==> src/rtl/hcbp_pkg.sv <==
// Shared types, request codes and widths of the Huffman code bit packer.
package hcbp_pkg;

    localparam int REQ_W       = 2;
    localparam int SYM_W       = 8;
    localparam int LEN_W       = 6;
    localparam int CODE_BITS_W = 32;
    localparam int BYTE_W      = 8;
    localparam int ACC_W       = 7;
    localparam int CNT_W       = 3;
    localparam int TOT_W       = 6;
    localparam int RES_MAX     = 4;
    localparam int RES_CNT_W   = 3;
    localparam int IDX_W       = 2;
    localparam int VAL_W       = ACC_W + CODE_BITS_W;
    localparam int LINE_W      = BYTE_W * (RES_MAX + 1);

    localparam int DEF_MAX_CODE_LEN = 32;
    localparam int DEF_SYMBOLS      = 256;

    localparam logic [REQ_W-1:0] REQ_LOAD   = 2'd0;
    localparam logic [REQ_W-1:0] REQ_ENCODE = 2'd1;
    localparam logic [REQ_W-1:0] REQ_FLUSH  = 2'd2;

    typedef struct packed {
        logic [RES_MAX-1:0][BYTE_W-1:0] bytes;
        logic [RES_CNT_W-1:0]           n;
        logic                           flush;
        logic                           bvalid;
        logic [CNT_W-1:0]               tail;
    } result_t;

endpackage

==> src/rtl/hcbp_packer.sv <==
// Packing stage: merges a looked-up code into the bit accumulator and cuts bytes.
module hcbp_packer #(
    parameter int CODE_W = hcbp_pkg::DEF_MAX_CODE_LEN
) (
    input  logic                          clk,
    input  logic                          rst_n,
    input  logic                          take,
    input  logic [hcbp_pkg::REQ_W-1:0]    req_type,
    input  logic                          sym_ok,
    input  logic [hcbp_pkg::LEN_W-1:0]    entry_len,
    input  logic [CODE_W-1:0]             entry_code,
    input  logic                          buf_free,
    output logic                          ready,
    output logic                          push,
    output hcbp_pkg::result_t             res
);

    logic                        s1_valid_reg;
    logic [hcbp_pkg::REQ_W-1:0]  s1_req_reg;
    logic                        s1_ok_reg;
    logic [hcbp_pkg::ACC_W-1:0]  acc_reg, acc_next;
    logic [hcbp_pkg::CNT_W-1:0]  cnt_reg, cnt_next;

    logic [hcbp_pkg::LEN_W-1:0]  eff_len;
    logic [CODE_W-1:0]           code_mask;
    logic [CODE_W-1:0]           code_masked;
    logic [hcbp_pkg::VAL_W-1:0]  merged;
    logic [hcbp_pkg::TOT_W-1:0]  total;
    logic [hcbp_pkg::TOT_W-1:0]  shift_amt;
    logic [hcbp_pkg::LINE_W-1:0] line;
    logic [hcbp_pkg::CNT_W-1:0]  rem;
    logic                        fire;

    assign eff_len     = s1_ok_reg ? entry_len : '0;
    assign code_mask   = CODE_W'((CODE_W+1)'(1) << eff_len) - CODE_W'(1);
    assign code_masked = entry_code & code_mask;
    assign merged      = (hcbp_pkg::VAL_W'(acc_reg) << eff_len)
                       | hcbp_pkg::VAL_W'(code_masked);
    assign total       = hcbp_pkg::TOT_W'(cnt_reg) + eff_len;
    assign shift_amt   = hcbp_pkg::TOT_W'(hcbp_pkg::LINE_W) - total;
    // Left-align the pending bits so the full bytes sit at the top of the line.
    assign line        = hcbp_pkg::LINE_W'(merged) << shift_amt;
    assign rem         = total[hcbp_pkg::CNT_W-1:0];

    always_comb
    begin
        res      = '0;
        acc_next = acc_reg;
        cnt_next = cnt_reg;
        unique case (s1_req_reg)
            hcbp_pkg::REQ_ENCODE:
            begin
                for (int k = 0; k < hcbp_pkg::RES_MAX; k++)
                begin
                    res.bytes[k] = line[hcbp_pkg::LINE_W-1-hcbp_pkg::BYTE_W*k -:
                                        hcbp_pkg::BYTE_W];
                end
                res.n    = total[hcbp_pkg::TOT_W-1:hcbp_pkg::CNT_W];
                res.flush  = 1'b0;
                res.bvalid = 1'b1;
                acc_next = hcbp_pkg::ACC_W'(merged)
                         & hcbp_pkg::ACC_W'((8'(1) << rem) - 8'(1));
                cnt_next = rem;
            end
            hcbp_pkg::REQ_FLUSH:
            begin
                res.bytes[0] = hcbp_pkg::BYTE_W'(acc_reg);
                res.n        = hcbp_pkg::RES_CNT_W'(1);
                res.flush    = 1'b1;
                res.bvalid   = (cnt_reg != '0);
                res.tail     = cnt_reg;
                acc_next     = '0;
                cnt_next     = '0;
            end
            default:
            begin
                res.n = '0;
            end
        endcase
    end

    assign fire  = s1_valid_reg && ((res.n == '0) || buf_free);
    assign push  = fire && (res.n != '0);
    assign ready = !s1_valid_reg || fire;

    always_ff @(posedge clk or negedge rst_n)
    begin
        if (!rst_n)
        begin
            s1_valid_reg <= 1'b0;
            s1_req_reg   <= hcbp_pkg::REQ_LOAD;
            s1_ok_reg    <= 1'b0;
            acc_reg      <= '0;
            cnt_reg      <= '0;
        end
        else
        begin
            if (fire)
            begin
                acc_reg <= acc_next;
                cnt_reg <= cnt_next;
            end
            if (take)
            begin
                s1_valid_reg <= 1'b1;
                s1_req_reg   <= req_type;
                s1_ok_reg    <= sym_ok;
            end
            else if (fire)
            begin
                s1_valid_reg <= 1'b0;
            end
        end
    end

endmodule

==> config.mk <==
export PLATFORM = sky130hd
export DESIGN_NAME = hcbp_packer
export DESIGN_NICKNAME = d
export VERILOG_FILES = /design/src/rtl/hcbp_pkg.sv /design/src/rtl/hcbp_packer.sv
export SDC_FILE = /design/constraint.sdc
export NUM_CORES = 1
export LEC_CHECK = 0
export ABC_CLOCK_PERIOD_IN_PS = 7300
export BUFFER_PORTS_ARGS = -buffer_cell sky130_fd_sc_hd__buf_2
export CAP_MARGIN = 20
export CELL_PAD_IN_SITES_DETAIL_PLACEMENT = 1
export CELL_PAD_IN_SITES_GLOBAL_PLACEMENT = 1
export CORE_ASPECT_RATIO = 1.4
export CORE_MARGIN = 5
export CORE_UTILIZATION = 47
export CTS_CLUSTER_SIZE = 10
export DETAILED_ROUTE_END_ITERATION = 10
export PLACE_DENSITY = 0.93
export SYNTH_ARGS = -nofsm -noshare
export SYNTH_HDL_FRONTEND = slang
export SYNTH_SLANG_ARGS = --single-unit
==> constraint.sdc <==
create_clock -name clk -period 7.3 [get_ports clk]
set_input_delay 0 -clock clk [delete_from_list [all_inputs] [get_ports clk]]
set_output_delay 0 -clock clk [all_outputs]
set_load 0.02 [all_outputs]
# Word level (Yosys, flattened, before mapping)
# Cells that the tools add are included.
[classes]
muxes = 10
n_reduce_logical = 11
addsub = 4
eq_ne = 2
n_bitwise = 3
shifts = 4
[op_table]
columns = ["operator", "count"]
rows = [
  ["39-bit by 6-bit left shift with 40-bit output", 1],
  ["39-bit by 32-bit bitwise OR with 39-bit output", 1],
  ["7-bit by 6-bit left shift with 39-bit output", 1],
  ["32-bit bitwise AND", 1],
  ["1-bit by 6-bit left shift with 32-bit output (first input constant)", 1],
  ["32-bit by 2-bit subtractor with 32-bit output (second input constant)", 1],
  ["24-bit 2-to-1 mux", 1],
  ["8-bit case mux with 2 select lines", 1],
  ["7-bit case mux with 2 select lines", 1],
  ["3-bit case mux with 2 select lines", 2],
  ["7-bit bitwise AND", 1],
  ["1-bit by 3-bit left shift with 7-bit output (first input constant)", 1],
  ["7-bit by 2-bit subtractor with 7-bit output (second input constant)", 1],
  ["3-bit by 6-bit adder with 6-bit output", 1],
  ["6-bit 2-to-1 mux", 1],
  ["3-bit nonzero test", 2],
  ["6-bit subtractor (first input constant)", 1],
  ["2-bit case mux with 2 select lines", 1],
  ["2-bit nonzero test", 2],
  ["3-bit zero test", 1],
  ["3-bit 2-to-1 mux", 1],
  ["2-bit by 1-bit == test with 1-bit output (second input constant)", 1],
  ["2-bit == test (second input constant)", 1],
  ["1-bit logical AND", 2],
  ["4 further kinds", 6],
]
[totals]
output_inout_bits = 42
input_bits = 45
ff_bits = 14
wordCells = 39

# Depth between registers and ports, before layout
[logic_depth]
ltp_word = 8
mapped_depth = 22
mapped_depth_nobuf = 16

# Worst setup path before layout
# OpenSTA, ideal clock, no wires.
[synth_timing]
kind = "reg-to-output"
from = "register s1_ok_reg"
to = "output port res[22] in the netlist's numbering"
required_time_ns = 7.300
slack_ns = 2.535
stages_incl_launch_ff = 21
arrival_time_ns = 4.765
path_buffers = 8
cell_sequence = "dfrtp_1 -> buf_2 -> buf_6 -> buf_4 -> buf_2 -> clkbuf_1 -> and3_1 -> ha_1 -> a21oi_1 -> nand2b_1 -> and3_1 -> nor2_1 -> ha_1 -> clkbuf_1 -> inv_1 -> clkbuf_1 -> clkbuf_1 -> mux4_2 -> or2_1 -> o311a_1 -> a211oi_1"
[synth_lines]
columns = ["item", "line", "source"]
rows = [
  ["start: declaration", "hcbp_packer.sv:20", "logic s1_ok_reg;"],
  ["start signal: assignment", "hcbp_packer.sv:107", "s1_ok_reg <= sym_ok;"],
  ["end: declaration", "hcbp_packer.sv:15", "output hcbp_pkg::result_t res"],
]

==> results.md <==
- Compound-Gate Fraction of Synth Area: 36.03%
- Drt first pass iters: 5
- Final hold violation count: 1
- Status: complete, but fails checks
- Crit share post-route: 69.45%
- Top Ports: 87
- GRT overflow: 0
- Sequential area share after synthesis: 5.938%
- Die area: 14,920 µm²
- Chip width: 104.7 µm
- Clock Pin Slew Worst Setup and Hold Paths: 0.05 ns
- Max Freq: 0.1972 GHz
- Top cell type's share of synthesized area: 6.299%
- Biggest area consumer among synthesized cells: nand2_1
- Sw Pwr: 1980 µW
- Clock share of power: 3.6%
- Largest family of logic cells by synthesized area: compound AO/OA/AOI/OAI gates
- Final Critical Period: 5.070 ns
- Max cap viols: 0
- Global-route wire length before repair: 41.08 mm
- Seq pwr share: 5.6%
- Routed vias: 7,385
- Post-synthesis mux area share: 16.42%
- Area grow syn2layout: 7.678%
- Critical path capture point type: primary output
- Synth Area in Adders: 2.333%
- Failing checks: negative hold slack
- Count leader, synth: nand2_1
- Avg WL per Cell: 25.91 µm
- TritonCTS Sinks: 14
- Critical Path Start Type: register
- Netlist Area Pre-Place: 5899 µm²
- Synth Area in XOR/XNOR: 2.333%
- Cell Int Power: 1254 µW
- Core region area: 12,310 µm²
- Setup CP Type: register to primary output
- Max-Slew Margin vs Limit: 30.36%
- Max reg flops: 7
- Synth Register Bits: 14
- Sw frac: 61.22%
- ANT cells: 0
- Crit path arrival time: 5.07 ns
- Clock root buffer: clkbuf_16
- Vias in the first global route: 7,390
- CTS tree: built
- Simple-gate share of the synthesized area: 28.59%
- Ranking of synthesized cells by area: nand2_1 6.3%, mux2i_1 6.1%, mux4_2 6.1%
- Slew Limit Fails: 0
- Synthesized net count: 899
- Post-synth EDFFs: 0
- H-tree depth: 1
- Setup violators final: 0
- RSZ-0062 raised after global routing: no
- Worst Tran Pin Value: 1.045 ns
- FF-to-FF setup slack: 3.65 ns
- Largest net degree at the start of global routing: 72
- Syn avg cell area: 6.998 µm²
- Routed Antenna Nets: 0
- PnR worst setup slack: 2.230 ns
- Worst hold path class: primary input to register
- Synth cell types: 96
- Placed cell area: 6243 µm²
- Final hold slack: -0.001003 ns
- Leakage: 0.002515 µW
- Gr usage total: 33.51%
- Clk_lat worst skew: 0.25 ns
- Overall routed net length: 26.30 mm
- Filler cell count: 1,646
- Combinational share of power: 90.8%
- Cell count after synthesis: 843
- Placed wire-length estimate: 19.76 mm
- Cell row count: 48
- Clock Path Buffers: 2
- Synth warnings: 0
- Clock buffer count from CTS: 3
- Clock skew: 0.004811 ns
- Worst vdd ir: 0.0001930 V
- Dominant synthesized flop cell: dfrtp_1
- Post-route design area: 6352 µm²
- Worst path required time: 7.30 ns
- Share of cells above drive strength 1: 20.35%
- Worst-path maximum fanout: 46
- Initial antenna violation count: 0
- PortBufs: 86
- Fin Setup TNS: 0 ns
- Final core occ: 51.60%
- Asr flop ratio synth: 100.0%
- Number of vias per cell: 7.276
- Dpl ws: 2.494 ns
- Die height: 142.6 µm
- PwrDens: 509.1 nW/µm²
- Starting Density: 47.92%
- DRC errors left: 0
- Nets: 922
- Post-synth top cells: 99 x nand2_1, 76 x nor2_1, 56 x a21oi_1, 42 x o21ai_0, 37 x clkbuf_1
- DRT iter0 DRCs: 687
- Setup repair bufs after CTS: 0
- GPL Wtd Cong: 1.038
## timing repair
| action | in CTS | in global routing |
|---|---|---|
| hold endpoints to repair | 15 | 0 |
| hold buffers | 2 | 0 |
| resized for setup | 0 | 0 |
## routing by layer
layer  GRT usage (%)  vias to the layer above  share of wire, %
li1                -                     3299                 -
met1           40.25                     3511                37
met2           57.73                      452                48
met3           4.494                      123               8.2
met4           18.25                        0               6.6
met5               0                        -                 0
## path summary, 6_finish.rpt
kind                                           start                   endpoint  cells past startpoint
setup / recovery               s1_ok_reg$_DFFE_PN0P_                    res[23]                     17
hold / removal                                sym_ok      s1_ok_reg$_DFFE_PN0P_                      3
setup reg to reg               s1_ok_reg$_DFFE_PN0P_     acc_reg[6]$_DFFE_PN0P_                     14
hold reg to reg            s1_req_reg[0]$_DFFE_PN0P_  s1_req_reg[0]$_DFFE_PN0P_                      2
max in group asynchronous                      rst_n      s1_ok_reg$_DFFE_PN0P_                      2
min in group asynchronous                      rst_n     cnt_reg[1]$_DFFE_PN0P_                      2
## critical path, stage by stage, from the launching register on
cell      delay, ns
dfrtp_2        0.43
nand2_1        0.20
xnor2_4        0.14
buf_4          0.46
inv_1          0.09
buf_4          0.28
ha_1           0.32
ha_1           0.29
buf_4          0.25
inv_1          0.43
buf_4          0.44
nor2_1         0.15
a31oi_1        0.19
o21ai_0        0.11
a211oi_1       0.44
a211oi_1       0.15
a211oi_1       0.21
buf_2          0.21
## cells by family (layout without fill, tap and decap cells)
group,after synthesis,in the layout
buf+inv,107,129
simple gates,329,329
fa+ha+maj,11,11
xor+xnor,14,14
flops,14,14
compound gates,294,294
mux,74,74
## metrics by stage
stage,power [µW],instances
4_1_cts,3141,1015
6_report,3234,1015
2_1_floorplan,2252,843
3_3_place_gp,2917,1009
5_1_grt,3415,1015
3_5_place_dp,2982,1009
## power by group through the flow
stage	sequential (µW)	clock, µW	combinational (µW)
2_1_floorplan	122	0	2130
3_3_place_gp	173	0	2740
3_5_place_dp	176	0	2810
4_1_cts	176	118	2850
5_1_grt	182	122	3110
6_report	181	118	2940
## layout make-up
type | instances | area [µm²] | area share, %
repair buffers | 101 | 548.0 | 8.627
inverters | 24 | 90.09 | 1.418
well taps | 150 | 187.7 | 2.955
flip-flops and latches | 14 | 351.6 | 5.535
multi-input cells | 722 | 5086 | 80.07
clock buffers | 4 | 88.84 | 1.398
## cells in the final DEF, fill, tap and decap left out, drive strengths merged, types with 7 or more instances in the layout
cell     n
nand3   25
nor2    76
nand2   99
a31oi   12
o21ai   43
mux2    22
o22ai   22
o21a     7
inv     23
o41ai    8
mux2i   36
dfrtp   14
and2    16
a21oi   57
nor3    31
buf     99
a221oi   9
o221ai   9
mux4    16
ha      11
o211ai  10
a21o     8
o31ai    8
nand2b  11
xor2     7
xnor2    7
a211oi  25
and3    11
Power figures use the tool's default switching activity.
