[config.mk]
export PLATFORM = sky130hd
export DESIGN_NAME = hcbp_out_buffer
export DESIGN_NICKNAME = d
export VERILOG_FILES = /design/src/rtl/hcbp_pkg.sv /design/src/rtl/hcbp_out_buffer.sv
export SDC_FILE = /design/constraint.sdc
export NUM_CORES = 1
export LEC_CHECK = 0
export ABC_CLOCK_PERIOD_IN_PS = 2200
export BUFFER_PORTS_ARGS = -buffer_cell sky130_fd_sc_hd__buf_4
export CAP_MARGIN = 40
export CORE_MARGIN = 2
export CORE_UTILIZATION = 48
export DETAILED_ROUTE_END_ITERATION = 6
export PLACE_DENSITY = 0.77
export SKIP_CTS_REPAIR_TIMING = 1
export SLEW_MARGIN = 40
export SYNTH_ARGS = -nofsm -noshare
export SYNTH_HDL_FRONTEND = slang
export SYNTH_SLANG_ARGS = --single-unit
[constraint.sdc]
create_clock -name clk -period 2.2 [get_ports clk]
set_input_delay 0.22 -clock clk [delete_from_list [all_inputs] [get_ports clk]]
set_output_delay 0.22 -clock clk [all_outputs]
set_load 0.05 [all_outputs]
[src/rtl/hcbp_pkg.sv]
// Shared types, request codes and widths of the Huffman code bit packer.
package hcbp_pkg;

    localparam int REQ_W       = 2;
    localparam int SYM_W       = 8;
    localparam int LEN_W       = 6;
    localparam int CODE_BITS_W = 32;
    localparam int BYTE_W      = 8;
    localparam int ACC_W       = 7;
    localparam int CNT_W       = 3;
    localparam int TOT_W       = 6;
    localparam int RES_MAX     = 4;
    localparam int RES_CNT_W   = 3;
    localparam int IDX_W       = 2;
    localparam int VAL_W       = ACC_W + CODE_BITS_W;
    localparam int LINE_W      = BYTE_W * (RES_MAX + 1);

    localparam int DEF_MAX_CODE_LEN = 32;
    localparam int DEF_SYMBOLS      = 256;

    localparam logic [REQ_W-1:0] REQ_LOAD   = 2'd0;
    localparam logic [REQ_W-1:0] REQ_ENCODE = 2'd1;
    localparam logic [REQ_W-1:0] REQ_FLUSH  = 2'd2;

    typedef struct packed {
        logic [RES_MAX-1:0][BYTE_W-1:0] bytes;
        logic [RES_CNT_W-1:0]           n;
        logic                           flush;
        logic                           bvalid;
        logic [CNT_W-1:0]               tail;
    } result_t;

endpackage

[src/rtl/hcbp_out_buffer.sv]
// Result buffer: holds one item's results and hands them out one word at a time.
module hcbp_out_buffer (
    input  logic                          clk,
    input  logic                          rst_n,
    input  logic                          push,
    input  hcbp_pkg::result_t             res,
    input  logic                          out_ready,
    output logic                          out_valid,
    output logic                          free,
    output logic [hcbp_pkg::BYTE_W-1:0]   data_byte,
    output logic                          byte_valid,
    output logic [hcbp_pkg::CNT_W-1:0]    tail_bits,
    output logic                          flush_done,
    output logic                          last
);

    logic                        valid_reg;
    logic [hcbp_pkg::IDX_W-1:0]  idx_reg;
    hcbp_pkg::result_t           res_reg;
    logic                        is_last;

    assign is_last    = (hcbp_pkg::RES_CNT_W'(idx_reg) == (res_reg.n - 1'b1));
    assign out_valid  = valid_reg;
    assign free       = !valid_reg || (out_ready && is_last);
    assign data_byte  = res_reg.bytes[idx_reg];
    assign byte_valid = res_reg.bvalid;
    assign tail_bits  = res_reg.tail;
    assign flush_done = res_reg.flush;
    assign last       = is_last;

    always_ff @(posedge clk)
    begin
        if (push)
        begin
            res_reg <= res;
        end
    end

    always_ff @(posedge clk or negedge rst_n)
    begin
        if (!rst_n)
        begin
            valid_reg <= 1'b0;
            idx_reg   <= '0;
        end
        else if (push)
        begin
            valid_reg <= 1'b1;
            idx_reg   <= '0;
        end
        else if (valid_reg && out_ready)
        begin
            if (is_last)
            begin
                valid_reg <= 1'b0;
            end
            else
            begin
                idx_reg <= idx_reg + 1'b1;
            end
        end
    end

endmodule

# ---- Yosys cells after proc, flatten, opt, wreduce, memory -nomap -nowiden
# Index checks and enable logic that the tools add are counted.
dict set report word_totals {
  input_bits 44
  reg_bits 43
  wordCells 31
}
dict set report classes {
  magnitude_cmp 1
  n_addsub 2
  n_eq_ne 2
  n_reduce_logical 8
  n_mux 8
}
# operator count
set op_table {}
lappend op_table {{8-bit binary-select mux with 2-bit select} 1}
lappend op_table {{8-bit 2-to-1 mux} 1}
lappend op_table {{2-bit 2-to-1 mux} 3}
lappend op_table {{2-bit AND reduction} 2}
lappend op_table {{2-bit nonzero test} 2}
lappend op_table {{2-bit by 3-bit equality test with 1-bit output} 1}
lappend op_table {{2-bit by 3-bit < comparator with 1-bit output (second input constant)} 1}
lappend op_table {{1-bit 2-to-1 mux} 3}
lappend op_table {{3-bit by 1-bit subtractor with 3-bit output (second input constant)} 1}
lappend op_table {{2-bit by 1-bit adder with 2-bit output (second input constant)} 1}
lappend op_table {{1-bit logical AND} 2}
lappend op_table {{2-bit != test (second input constant)} 1}
lappend op_table {{1-bit zero test} 1}
lappend op_table {{1-bit logical OR} 1}

# ---- Depth between registers and ports, before layout
# Gate-level depths: netlist of run 1.
dict set report logic_depth {
  depth_word 5
  depth_mapped 5
}

# ---- Worst setup path after synthesis of run 1
# No wires, ideal clock.
dict set report synth_timing {
  kind {register to output}
  from {register res_reg[5] (netlist name)}
  to {output port free}
  n_path_buf 0
  path_stages_with_launch 6
  path_slack_ns 0.564
  required_time_ns 1.980
  t_arrival_ns 1.416
  path_cell_list {edfxtp_1 inv_1 ha_1 xnor2_1 nand4_1 nand2_1}
}
dict set report synth_between {
  elab_chain_cells 4
}
# element line_no
set synth_rtl {}
lappend synth_rtl {{start: declaration} hcbp_out_buffer.sv:19} ;# hcbp_pkg::result_t res_reg;
lappend synth_rtl {{start signal: assignment} hcbp_out_buffer.sv:35} ;# res_reg <= res;
lappend synth_rtl {{3-bit by 1-bit subtractor with 3-bit output} hcbp_out_buffer.sv:22} ;# assign is_last = (hcbp_pkg::RES_CNT_W'(idx_reg) == (res_reg.n - 1'b1));
lappend synth_rtl {{2-bit by 3-bit equality test with 1-bit output} hcbp_out_buffer.sv:22}
lappend synth_rtl {{1-bit logical AND} hcbp_out_buffer.sv:24} ;# assign free = !valid_reg || (out_ready && is_last);
lappend synth_rtl {{1-bit logical OR} hcbp_out_buffer.sv:24}
lappend synth_rtl {{end: declaration} hcbp_out_buffer.sv:9} ;# output logic free,
# Every way passes these cells.

# ---- Worst setup path in the final report of run 1
# Ends and elaborated chain as after synthesis.

==> reports/results.md, run 1 <==
| Step | Item | Value |
| --- | --- | --- |
| outcome | Result of the run | finished, final reports clean |
| synth | Total of flip-flops plus latches after synthesis | 43 |
| sta | Fin crit share | 0.932 |
| synth | Post-synthesis simple-gate area fraction | 0.0399 |
| routing | Wire length reported by the detailed router | 2940 um |
| flow run | Max-cap violations | 0 |
| pwr | Flop pwr share | 0.528 |
| global routing | Maximum number of pins on one net before global-route repair | 25 |
| pwr | Pwr Total | 1.96 mW |
| synth | Synthesized-area fraction occupied by ao, oa, aoi and oai cells | 0.0266 |
| pwr | Switching component of the power | 0.628 mW |
| worst setup path | Crit-path slowest cell | sky130_fd_sc_hd__edfxtp_1 |
| global routing | Total global routing track utilization | 0.161 |
| placed design | Last weighted congestion value of the routability-driven placer | 0.707 |
| sta | Worst slew slack as a fraction of its limit | 0.688 |
| floorplan | DIE WIDTH | 63.4 um |
| worst setup path | Maximum fanout encountered on the critical timing path | 6 |
| sta | Highest attainable clock frequency | 0.488 GHz |
| clock tree | Number of sinks handled by clock tree synthesis | 43 |
| synth | Dominant combinational cell family by area after synthesis | multiplexers |
| pwr | Power per unit of standard cell area | 877 nW/um2 |
| global routing | Via count of the first global-routing pass | 985 |
| final layout | Antenna cell count | 0 |
| synth | Multiplexer fraction of the synthesized cell area | 0.122 |
| worst setup path | Element type at the critical path end | output port |
| clock tree | Worst-case clock buffer depth | 2 |
| sta | Final setup violation count | 0 |
| routing | Routed wirelength normalized by instance count | 15.5 um |
| sta | Final Max Slew Viols | 0 |
| final layout | Layout Nets | 188 |
| routing | Violation count after the first detailed-routing iteration | 35 |
| sta | Sum of negative setup slack | 0 ps |
| worst setup path | Combined buffer and inverter count along the critical path | 2 |
| sta | Post-route worst hold slack | 46.4 ps |
| synth | Distinct cells, synth | 24 |
| synth | Count of yosys warnings during synthesis | 0 |
| clock tree | Number of buffers created by CTS | 5 |
| final layout | Area occupied by multi-input gates | 373 um2 |
| synth | Avg Cell Area, Syn | 21.1 um2 |
| synth | Post-Syn Nets | 125 |
| floorplan | Top Ports | 60 |
| worst setup path | Required arrival time at the worst endpoint | 1980 ps |
| placed design | DP HPWL | 2210 um |
| worst setup path | Crit path cell chain | inv_1 > ha_1 > xor2_2 > nand4_1 > nand2_1 > buf_4 |
| routing | Residual DRC count | 0 |
| pwr | Sw Share | 0.321 |
| final layout | Top library cells by usage in the layout, fill and taps aside | sky130_fd_sc_hd__buf_4 (60), sky130_fd_sc_hd__edfxtp_1 (40), sky130_fd_sc_hd__mux4_1 (7) |
| synth | Number of standard cells after synthesis | 80 |
| worst setup path | Largest incremental delay on the critical path | 400 ps |
| final layout | Final instance area | 2230 um2 |
| floorplan | Die Y-Extent | 63.4 um |
| synth | Synth Area in XOR/XNOR | 0.0200 |
| global routing | First-pass GRT wire length | 4620 um |
| routing | Total via count after detailed routing | 967 |
| clock tree | Depth of the CTS H-tree | 2 |
| clock tree | Clock insertion delay at the later pin of the skew report | 340 ps |
| sta | Endpoints failing hold | 0 |
| placed design | Placed Instance Area | 2160 um2 |
| synth | Fraction of the yosys area taken by sequential cells | 0.754 |
| sta | Measured slew at the worst slew-check pin | 468 ps |
| pwr | Combinational power share | 0.294 |
| clock tree | Cell at the root of the clock tree | sky130_fd_sc_hd__clkbuf_4 |
| final layout | Ratio of cells with drive above 1 in the final layout | 0.486 |
| final layout | Most frequent standard cell in the layout excluding fill and tap cells | sky130_fd_sc_hd__buf_4 |
| routing | DR vias/cell | 5.09 |
| floorplan | Floorplan Core Area | 3360 um2 |
| floorplan | Count of standard-cell rows | 21 |
| synth | Fraction of the mapped netlist area in adder cells | 0.00740 |
| pwr | Share of power burned in the clock network | 0.179 |
| min path | Type of the tightest min-delay check | in2reg |
| final layout | Fill cells | 271 |
| worst setup path | Path type of the worst setup path | reg2out |
| clock tree | CTS tree | yes |
| global routing | Initial antenna violation count | 0 |
| pwr | Int Power | 1.33 mW |
| final layout | Layout-stage area growth over the synthesis result | 32.0% |
| synth | Post-synthesis instance area | 1690 um2 |
| sta | Minimum clock period after layout | 2050 ps |
| sta | Setup repair after global routing missed its margin | no |
| pwr | Pleak | 0.908 nW |
| placed design | # port buffers | 59 |
| worst setup path | Kind of cell adding the most delay to the critical path | flip-flops |
| worst setup path | Crit start category | flop |
| routing | Post-DRT Antenna Nets | 0 |
| sta | Final clock skew | 8.23 ps |
| floorplan | Floorplan die area | 4020 um2 |
| routing | First-pass iteration count of the detailed router | 4 |
| final layout | Number of flip-flops in the largest register | 35 |
| global routing | GRT overflow | 0 |
| final layout | Seq. cell area | 1280 um2 |
| clock tree | Clock-pin slew on the worst setup and hold paths | 110 ps |
| floorplan | Starting density of the core | 0.503 |
| worst setup path | Signal arrival time at the worst endpoint | 1830 ps |
| pwr | Peak ir drop on the vdd network | 0.571 mV |
kinds of logic after synthesis:
logic type                 count (synthesis)
DFF                                       43
AOI/OAI and AO/OA                          5
muxes                                      8
buffers and inverters                      9
and+or+nand+nor                           11
xor gates and xnor gates                   3
adders and majority gates                  1
synth_stat cells:
cell type	count	area, um2
sky130_fd_sc_hd__nand2_1	2	7.51
sky130_fd_sc_hd__xnor2_1	1	8.76
sky130_fd_sc_hd__nand4_1	2	12.5
sky130_fd_sc_hd__a2111oi_0	1	8.76
sky130_fd_sc_hd__a21o_1	1	7.51
sky130_fd_sc_hd__o211ai_1	1	7.51
sky130_fd_sc_hd__buf_2	1	5.00
sky130_fd_sc_hd__nor2b_1	2	12.5
sky130_fd_sc_hd__mux4_1	7	184
sky130_fd_sc_hd__a311o_1	1	10.0
sky130_fd_sc_hd__buf_4	4	30.0
sky130_fd_sc_hd__nor4_1	1	6.26
sky130_fd_sc_hd__a2111o_1	1	11.3
sky130_fd_sc_hd__mux4_2	1	22.5
sky130_fd_sc_hd__dfrtp_1	3	75.1
sky130_fd_sc_hd__inv_1	4	15.0
sky130_fd_sc_hd__nand4b_1	1	8.76
sky130_fd_sc_hd__nand3_1	1	5.00
sky130_fd_sc_hd__xor2_2	1	16.3
sky130_fd_sc_hd__ha_1	1	12.5
sky130_fd_sc_hd__and3_1	1	6.26
sky130_fd_sc_hd__xor2_1	1	8.76
sky130_fd_sc_hd__and4_1	1	8.76
sky130_fd_sc_hd__edfxtp_1	40	1200
path summary, 6_finish.rpt:
path,cells past startpoint,end,startpoint,slack (ps)
setup reg to reg,5,idx_reg[0],res_reg[5],480
setup / recovery,6,free,res_reg[5],150
min in group asynchronous,2,out_valid,rst_n,210
hold / removal,1,tail_bits[2],res[2],50
hold reg to reg,1,out_valid,out_valid,580
max in group asynchronous,2,idx_reg[0],rst_n,1890
stage by stage:
step / instances / worst slack (ps) / util
floorplan: 80 / 564 / -
global placement: 181 / 409 / 0.644
detailed placement: 181 / 402 / 0.644
CTS: 189 / 20.9 / 0.658
global route: 190 / 24.6 / 0.664
finish: 190 / 150 / 0.664
layer usage:
layer | global-route usage | vias up | share of wire
met5 | 0 | - | 0
met4 | 0.0652 | 0 | 0.019
met3 | 0.0625 | 7 | 0.064
met2 | 0.292 | 37 | 0.57
met1 | 0.164 | 470 | 0.34
li1 | - | 453 | -
power groups by stage:
stage / registers (mW) / clock network (mW) / logic (mW)
global route: 1.04 / 0.398 / 0.604
floorplan: 1.03 / 0 / 0.401
detailed placement: 1.05 / 0 / 0.575
global placement: 1.05 / 0 / 0.563
CTS: 1.03 / 0.360 / 0.577
finish: 1.03 / 0.350 / 0.575
layout make-up:
cell class              count  share of cell area
repair buffers             61               0.206
clock buffers               7              0.0202
well taps                  46              0.0258
clock inverters             1             0.00224
flip-flops and latches     43               0.572
inverters                   4             0.00672
multi-input cells          28               0.167
Note: power is estimated with default switching activity, not from simulation.
==> inputs of run 2 (changes only) <==
--- a/config.mk
+++ b/config.mk
@@ -5,13 +5,13 @@
 export SDC_FILE = /design/constraint.sdc
 export NUM_CORES = 1
 export LEC_CHECK = 0
-export ABC_CLOCK_PERIOD_IN_PS = 2200
+export ABC_CLOCK_PERIOD_IN_PS = 2500
 export BUFFER_PORTS_ARGS = -buffer_cell sky130_fd_sc_hd__buf_4
 export CAP_MARGIN = 40
 export CORE_MARGIN = 2
-export CORE_UTILIZATION = 48
+export CORE_UTILIZATION = 52
 export DETAILED_ROUTE_END_ITERATION = 6
-export PLACE_DENSITY = 0.77
+export PLACE_DENSITY = 0.83
 export SKIP_CTS_REPAIR_TIMING = 1
 export SLEW_MARGIN = 40
 export SYNTH_ARGS = -nofsm -noshare
==> constraint.sdc (replaced) <==
create_clock -name clk -period 2.5 [get_ports clk]
set_input_delay 0.25 -clock clk [delete_from_list [all_inputs] [get_ports clk]]
set_output_delay 0.25 -clock clk [all_outputs]
set_load 0.05 [all_outputs]
==> run 2 against run 1 <==
Against the previous run:
- via count fell by 0.72%
- sequential cell count unchanged
- critical path depth fell by 4
- wire length fell by 2.2%
- count of clock-buffer cells in the layout is 1 higher
- highest routed layer unchanged
==> reports/results.md, run 2 (same netlist as run 1, synthesis figures left out) <==
| Step | Item | Value | Delta |
| --- | --- | --- | --- |
| routing | Top layer in use | met4 |  |
| routing | Residual DRC count | 0 | unchanged |
| global routing | Via count of the first global-routing pass | 1023 | +3.9% |
| worst setup path | Startpoint of the most critical register-to-register path | res_reg[5] |  |
| floorplan | Floorplan Core Area | 3080 um2 | -8.5% |
| clock tree | Clock-pin slew on the worst setup and hold paths | 110 ps | about the same |
| routing | Wire length reported by the detailed router | 2880 um | -2.2% |
| pwr | Peak ir drop on the vdd network | 0.437 mV | -24% |
| clock tree | CTS tree | yes |  |
| floorplan | DIE WIDTH | 61.0 um | -3.7% |
| global routing | Total global routing track utilization | 0.179 | +0.0184 |
| sta | Final Max Slew Viols | 0 | unchanged |
| worst setup path | Worst reg-to-reg path cell count | 5 | unchanged |
| sta | Sum of negative setup slack | 0 ps | unchanged |
| worst setup path | Crit start category | flop |  |
| routing | Post-Route M1 WL | 1150 um | +14% |
| final layout | Top library cells by usage in the layout, fill and taps aside | sky130_fd_sc_hd__buf_4 (59), sky130_fd_sc_hd__edfxtp_1 (40), sky130_fd_sc_hd__mux4_1 (7) |  |
| final layout | Post-Layout Cell Count | 187 | -1.6% |
| routing | First-pass iteration count of the detailed router | 4 | unchanged |
| floorplan | Count of standard-cell rows | 20 | -4.8% |
| global routing | First-pass GRT wire length | 4590 um | -0.76% |
| sta | Worst slew slack as a fraction of its limit | 0.602 | -0.0858 |
| routing | Violation count after the first detailed-routing iteration | 54 | +54% |
| final layout | Ratio of cells with drive above 1 in the final layout | 0.462 | -0.0246 |
| placed design | # port buffers | 59 | unchanged |
| clock tree | Worst-case clock buffer depth | 2 | unchanged |
| clock tree | Clock insertion delay at the later pin of the skew report | 330 ps | about the same |
| routing | DR vias/cell | 5.13 | +0.87% |
| floorplan | Die Y-Extent | 61.0 um | -3.7% |
| worst setup path | Worst setup slack for register-to-register paths | 790 ps | +310 ps |
| sta | Endpoints failing hold | 0 | unchanged |
| routing | Post-DRT Antenna Nets | 0 | unchanged |
| sta | Minimum clock period after layout | 2180 ps |  |
| pwr | Power per unit of standard cell area | 777 nW/um2 | -11% |
| placed design | DP HPWL | 2070 um | -6.2% |
| worst setup path | Maximum fanout encountered on the critical timing path | 14 | +8 |
| clock tree | Number of sinks handled by clock tree synthesis | 43 | unchanged |
| min path | Depth of the worst hold-timing path | 1 | unchanged |
| clock tree | Number of buffers created by CTS | 5 | unchanged |
| min path | Worst min-delay path endpoint | res_reg[15] |  |
| min path | Min-delay src | res[15] |  |
| outcome | Result of the run | finished, final reports clean |  |
| flow run | Max-cap violations | 0 | unchanged |
| routing | DR WL met3 | 187 um | -0.53% |
| routing | Total via count after detailed routing | 960 | -0.72% |
| worst setup path | Signal arrival time at the worst endpoint | 1930 ps | +100 ps |
| worst setup path | Largest incremental delay on the critical path | 740 ps | +340 ps |
| routing | Routed wirelength normalized by instance count | 15.4 um | -0.61% |
| worst setup path | Crit-path slowest cell | sky130_fd_sc_hd__dfrtp_1 |  |
| worst setup path | Crit path cell chain | mux4_1 > buf_4 |  |
| global routing | GRT overflow | 0 | unchanged |
| final layout | Final design utilization | 0.719 | +0.0550 |
| global routing | Initial antenna violation count | 0 | unchanged |
| worst setup path | Reg2Reg Capture Point | idx_reg[0] |  |
| global routing | Maximum number of pins on one net before global-route repair | 48 | +92% |
| sta | Highest attainable clock frequency | 0.458 GHz |  |
| sta | Post-route worst hold slack | 87.2 ps | +40.8 ps |
| placed design | Placed cell count | 178 | -1.7% |
| min path | Type of the tightest min-delay check | in2reg |  |
| final layout | Fill cells | 209 | -23% |
| pwr | Pleak | 0.896 nW | -1.3% |
| worst setup path | Required arrival time at the worst endpoint | 2250 ps | +270 ps |
| clock tree | Depth of the CTS H-tree | 2 | unchanged |
| clock tree | Cell at the root of the clock tree | sky130_fd_sc_hd__clkbuf_4 |  |
| sta | Final setup violation count | 0 | unchanged |
| floorplan | Floorplan die area | 3730 um2 | -7.2% |
| worst setup path | Kind of cell adding the most delay to the critical path | flip-flops |  |
| floorplan | Starting density of the core | 0.550 | +0.0466 |
| sta | Measured slew at the worst slew-check pin | 597 ps | +129 ps |
| worst setup path | Path type of the worst setup path | reg2out |  |
| worst setup path | Combined buffer and inverter count along the critical path | 1 | -1 |
| final layout | Antenna cell count | 0 | unchanged |
| final layout | Layout Nets | 187 | -0.53% |
| floorplan | Top Ports | 60 | unchanged |
| worst setup path | Element type at the critical path end | output port |  |
| sta | Fin crit share | 0.873 |  |
| pwr | Pwr Total | 1.72 mW | -12% |
| sta | Setup repair after global routing missed its margin | no |  |
| final layout | Most frequent standard cell in the layout excluding fill and tap cells | sky130_fd_sc_hd__buf_4 |  |
| final layout | Number of flip-flops in the largest register | 35 | unchanged |
| placed design | Last weighted congestion value of the routability-driven placer | 0.756 | +7.0% |
| sta | Final clock skew | 0.385 ps | -7.85 ps |
| final layout | Layout-stage area growth over the synthesis result | 30.8% |  |
| routing | Met2 routed WL | 1520 um | -9.9% |
-- run 2: changes by cell type in the layout (fill, tap and decap cells not counted), sizes merged --
cell	delta
clkbuf	+1
clkinv	-1
buf	-1
-- run 2: area by class of cell --
type                    instances  area (um2)  area share
clock buffers                   8        48.8      0.0220
inverters                       4        15.0     0.00678
multi-input cells              28         365       0.165
flip-flops and latches         43        1280       0.577
well taps                      44        55.1      0.0249
repair buffers                 60         453       0.205
-- run 2: worst max path at each step --
stage / startpoint / endpoint / slack [ps] / cells past startpoint
after global placement: idx_reg[0] / data_byte[6] / 720 / 2
after global routing: res_reg[5] / free / 120 / 6
after floorplan: res_reg[5] / free / 830 / 5
after CTS: idx_reg[0] / free / 290 / 4
final: idx_reg[0] / data_byte[3] / 320 / 2
after detailed placement: idx_reg[0] / data_byte[6] / 680 / 2
-- run 2: where the power goes --
group	internal [mW]	switching [mW]	total, mW
logic	0.204	0.300	0.504
registers	0.853	0.0562	0.910
clock network	0.112	0.193	0.306
total	1.17	0.550	1.72
-- run 2: metrics by stage --
step / setup WS [ps] / instance area [um2]
2_1_floorplan: 834 / 1690
3_3_place_gp: 722 / 2150
3_5_place_dp: 681 / 2150
4_1_cts: 287 / 2200
5_1_grt: 118 / 2210
6_report: 318 / 2210
-- run 2: layer usage --
layer,GRT usage,vias to the layer above
met1,0.227,463
met3,0.0756,2
met5,0,-
li1,-,454
met4,0.0590,0
met2,0.284,41
==> inputs of run 3 (changes only) <==
--- a/config.mk
+++ b/config.mk
@@ -5,13 +5,13 @@
 export SDC_FILE = /design/constraint.sdc
 export NUM_CORES = 1
 export LEC_CHECK = 0
-export ABC_CLOCK_PERIOD_IN_PS = 2500
+export ABC_CLOCK_PERIOD_IN_PS = 1900
 export BUFFER_PORTS_ARGS = -buffer_cell sky130_fd_sc_hd__buf_4
 export CAP_MARGIN = 40
 export CORE_MARGIN = 2
-export CORE_UTILIZATION = 52
+export CORE_UTILIZATION = 44
 export DETAILED_ROUTE_END_ITERATION = 6
-export PLACE_DENSITY = 0.83
+export PLACE_DENSITY = 0.75
 export SKIP_CTS_REPAIR_TIMING = 1
 export SLEW_MARGIN = 40
 export SYNTH_ARGS = -nofsm -noshare
==> constraint.sdc (replaced) <==
create_clock -name clk -period 1.9 [get_ports clk]
set_input_delay 0.19 -clock clk [delete_from_list [all_inputs] [get_ports clk]]
set_output_delay 0.19 -clock clk [all_outputs]
set_load 0.05 [all_outputs]
==> run 3 against run 2 <==
Against the previous run:
- final cell count is 4.8% higher
- count of clock-buffer cells in the layout is 1 lower
- largest cell class unchanged
- final area is 5.4% higher
- core utilization is 8.7 points lower
- largest power group unchanged
- clock power is 71% higher
- setup slack worse by 240 ps
- critical path depth stayed put
- wire length is 2.3% lower
==> reports/results.md, run 3 (same netlist as run 1, synthesis figures left out) <==
| Step | Item | Value | Delta |
| --- | --- | --- | --- |
| outcome | Result of the run | finished, final reports clean |  |
| placed design | Last weighted congestion value of the routability-driven placer | 0.632 | -16% |
| worst setup path | Maximum fanout encountered on the critical timing path | 13 | -1 |
| sta | Fin crit share | 0.961 |  |
| final layout | Top library cells by usage in the layout, fill and taps aside | sky130_fd_sc_hd__buf_4 (63), sky130_fd_sc_hd__edfxtp_1 (40), sky130_fd_sc_hd__mux4_1 (6) |  |
| sta | Minimum clock period after layout | 1830 ps |  |
| pwr | Pwr Total | 2.45 mW | +43% |
| worst setup path | Crit path cell chain | mux4_1 > buf_4 |  |
| routing | Post-DRT Antenna Nets | 0 | unchanged |
| final layout | Layout-stage area growth over the synthesis result | 37.9% |  |
| sta | Worst slew slack as a fraction of its limit | 0.722 | +0.119 |
| final layout | Antenna cell count | 0 | unchanged |
| worst setup path | Crit start category | flop |  |
| global routing | First-pass GRT wire length | 4490 um | -2.2% |
| worst setup path | Element type at the critical path end | output port |  |
| final layout | Most frequent standard cell in the layout excluding fill and tap cells | sky130_fd_sc_hd__buf_4 |  |
| global routing | Maximum number of pins on one net before global-route repair | 36 | -25% |
| final layout | Seq. cell area | 1280 um2 | +0.39% |
| final layout | Fill cells | 270 | +29% |
| final layout | Number of flip-flops in the largest register | 35 | unchanged |
| floorplan | Floorplan die area | 4360 um2 | +17% |
| clock tree | Depth of the CTS H-tree | 2 | unchanged |
| final layout | Area occupied by multi-input gates | 400 um2 | +9.6% |
| floorplan | Floorplan Core Area | 3690 um2 | +20% |
| global routing | Total global routing track utilization | 0.141 | -0.0380 |
| clock tree | Clock-pin slew on the worst setup and hold paths | 70 ps | -40 ps |
| clock tree | Number of sinks handled by clock tree synthesis | 43 | unchanged |
| clock tree | Cell at the root of the clock tree | sky130_fd_sc_hd__clkbuf_8 |  |
| floorplan | Starting density of the core | 0.459 | -0.0910 |
| floorplan | Top Ports | 60 | unchanged |
| clock tree | Worst-case clock buffer depth | 2 | unchanged |
| routing | Residual DRC count | 0 | unchanged |
| sta | Endpoints failing hold | 0 | unchanged |
| sta | Final setup violation count | 0 | unchanged |
| routing | Total via count after detailed routing | 958 | -0.21% |
| worst setup path | Crit-path slowest cell | sky130_fd_sc_hd__mux4_1 |  |
| floorplan | DIE WIDTH | 66.0 um | +8.1% |
| sta | Final Max Slew Viols | 0 | unchanged |
| floorplan | Count of standard-cell rows | 22 | +10% |
| clock tree | Number of buffers created by CTS | 5 | unchanged |
| final layout | Ratio of cells with drive above 1 in the final layout | 0.527 | +0.0655 |
| routing | Violation count after the first detailed-routing iteration | 13 | -76% |
| sta | Measured slew at the worst slew-check pin | 418 ps | -179 ps |
| min path | Type of the tightest min-delay check | in2reg |  |
| routing | First-pass iteration count of the detailed router | 4 | unchanged |
| global routing | Initial antenna violation count | 0 | unchanged |
| final layout | Layout Nets | 192 | +2.7% |
| flow run | Max-cap violations | 0 | unchanged |
| pwr | Power per unit of standard cell area | 1050 nW/um2 | +35% |
| pwr | Pleak | 0.939 nW | +4.7% |
| sta | Final clock skew | 1.20 ps | +0.812 ps |
| clock tree | CTS tree | yes |  |
| worst setup path | Signal arrival time at the worst endpoint | 1640 ps | -290 ps |
| routing | Wire length reported by the detailed router | 2810 um | -2.3% |
| routing | DR vias/cell | 4.89 | -4.8% |
| pwr | Peak ir drop on the vdd network | 0.623 mV | +43% |
| sta | Highest attainable clock frequency | 0.548 GHz |  |
| global routing | GRT overflow | 0 | unchanged |
| floorplan | Die Y-Extent | 66.0 um | +8.1% |
| worst setup path | Required arrival time at the worst endpoint | 1710 ps | -540 ps |
| sta | Post-route worst hold slack | 79.1 ps | -8.04 ps |
| placed design | # port buffers | 59 | unchanged |
| clock tree | Clock insertion delay at the later pin of the skew report | 280 ps | -50 ps |
| worst setup path | Path type of the worst setup path | reg2out |  |
| routing | Routed wirelength normalized by instance count | 14.4 um | -6.8% |
| global routing | Via count of the first global-routing pass | 963 | -5.9% |
| worst setup path | Largest incremental delay on the critical path | 590 ps | -150 ps |
[run 3: cell types whose count changed in the layout (fill, tap and decap cells not counted), sizes merged]
cell    change
clkinv      +1
clkbuf      -1
buf         +5
[run 3: per-layer routing]
| layer | global-route usage | vias up | share of wire | routed length (um) |
|---|---|---|---|---|
| met4 | 0.0536 | 0 | 0.010 | 29 |
| met1 | 0.171 | 453 | 0.37 | 1050 |
| met3 | 0.0698 | 4 | 0.099 | 279 |
| met5 | 0 | - | 0 | 0 |
| li1 | - | 460 | - | - |
| met2 | 0.220 | 41 | 0.52 | 1460 |
[run 3: cell type report]
| cell class | instances | area share |
|---|---|---|
| multi-input combinational | 28 | 0.172 |
| inverter | 4 | 0.00644 |
| clock inverter | 1 | 0.00215 |
| sequential | 43 | 0.549 |
| tap | 48 | 0.0258 |
| clock buffer | 7 | 0.0327 |
| timing repair buffer | 65 | 0.212 |
[run 3: final timing paths]
| kind | startpoint | end | slack [ps] | cells past startpoint |
|---|---|---|---|---|
| max | idx_reg[0] | data_byte[1] | 70 | 2 |
| max in group asynchronous | rst_n | idx_reg[0] | 1560 | 2 |
| min in group asynchronous | rst_n | out_valid | 230 | 2 |
| max reg2reg | res_reg[5] | idx_reg[0] | 150 | 6 |
| min reg2reg | out_valid | out_valid | 580 | 1 |
| min | res[1] | tail_bits[1] | 80 | 1 |
[run 3: power by group]
part / internal [mW] / switching (mW) / leakage (nW) / total (mW)
sequential: 1.13 / 0.0771 / 0.424 / 1.21
combinational: 0.314 / 0.408 / 0.472 / 0.722
clock: 0.257 / 0.265 / 0.0422 / 0.522
[run 3: stage by stage]
step / cell area, um2 / util / worst slack [ps] / instances / setup TNS, ps
3_3_place_gp: 2170 / 0.590 / 164 / 184 / 0
3_5_place_dp: 2170 / 0.590 / 147 / 184 / 0
4_1_cts: 2260 / 0.612 / -172 / 192 / -1400
6_report: 2330 / 0.632 / 74.7 / 196 / 0
2_1_floorplan: 1690 / - / 294 / 80 / 0
5_1_grt: 2330 / 0.632 / -5.65 / 196 / -5.65
[run 3: critical path: cells and delay by family, from the launching register on]
| family | cells | cell delay (ps) |
|---|---|---|
| flip-flops | 1 | 550 |
| multiplexers | 1 | 590 |
| buffers and inverters | 1 | 210 |
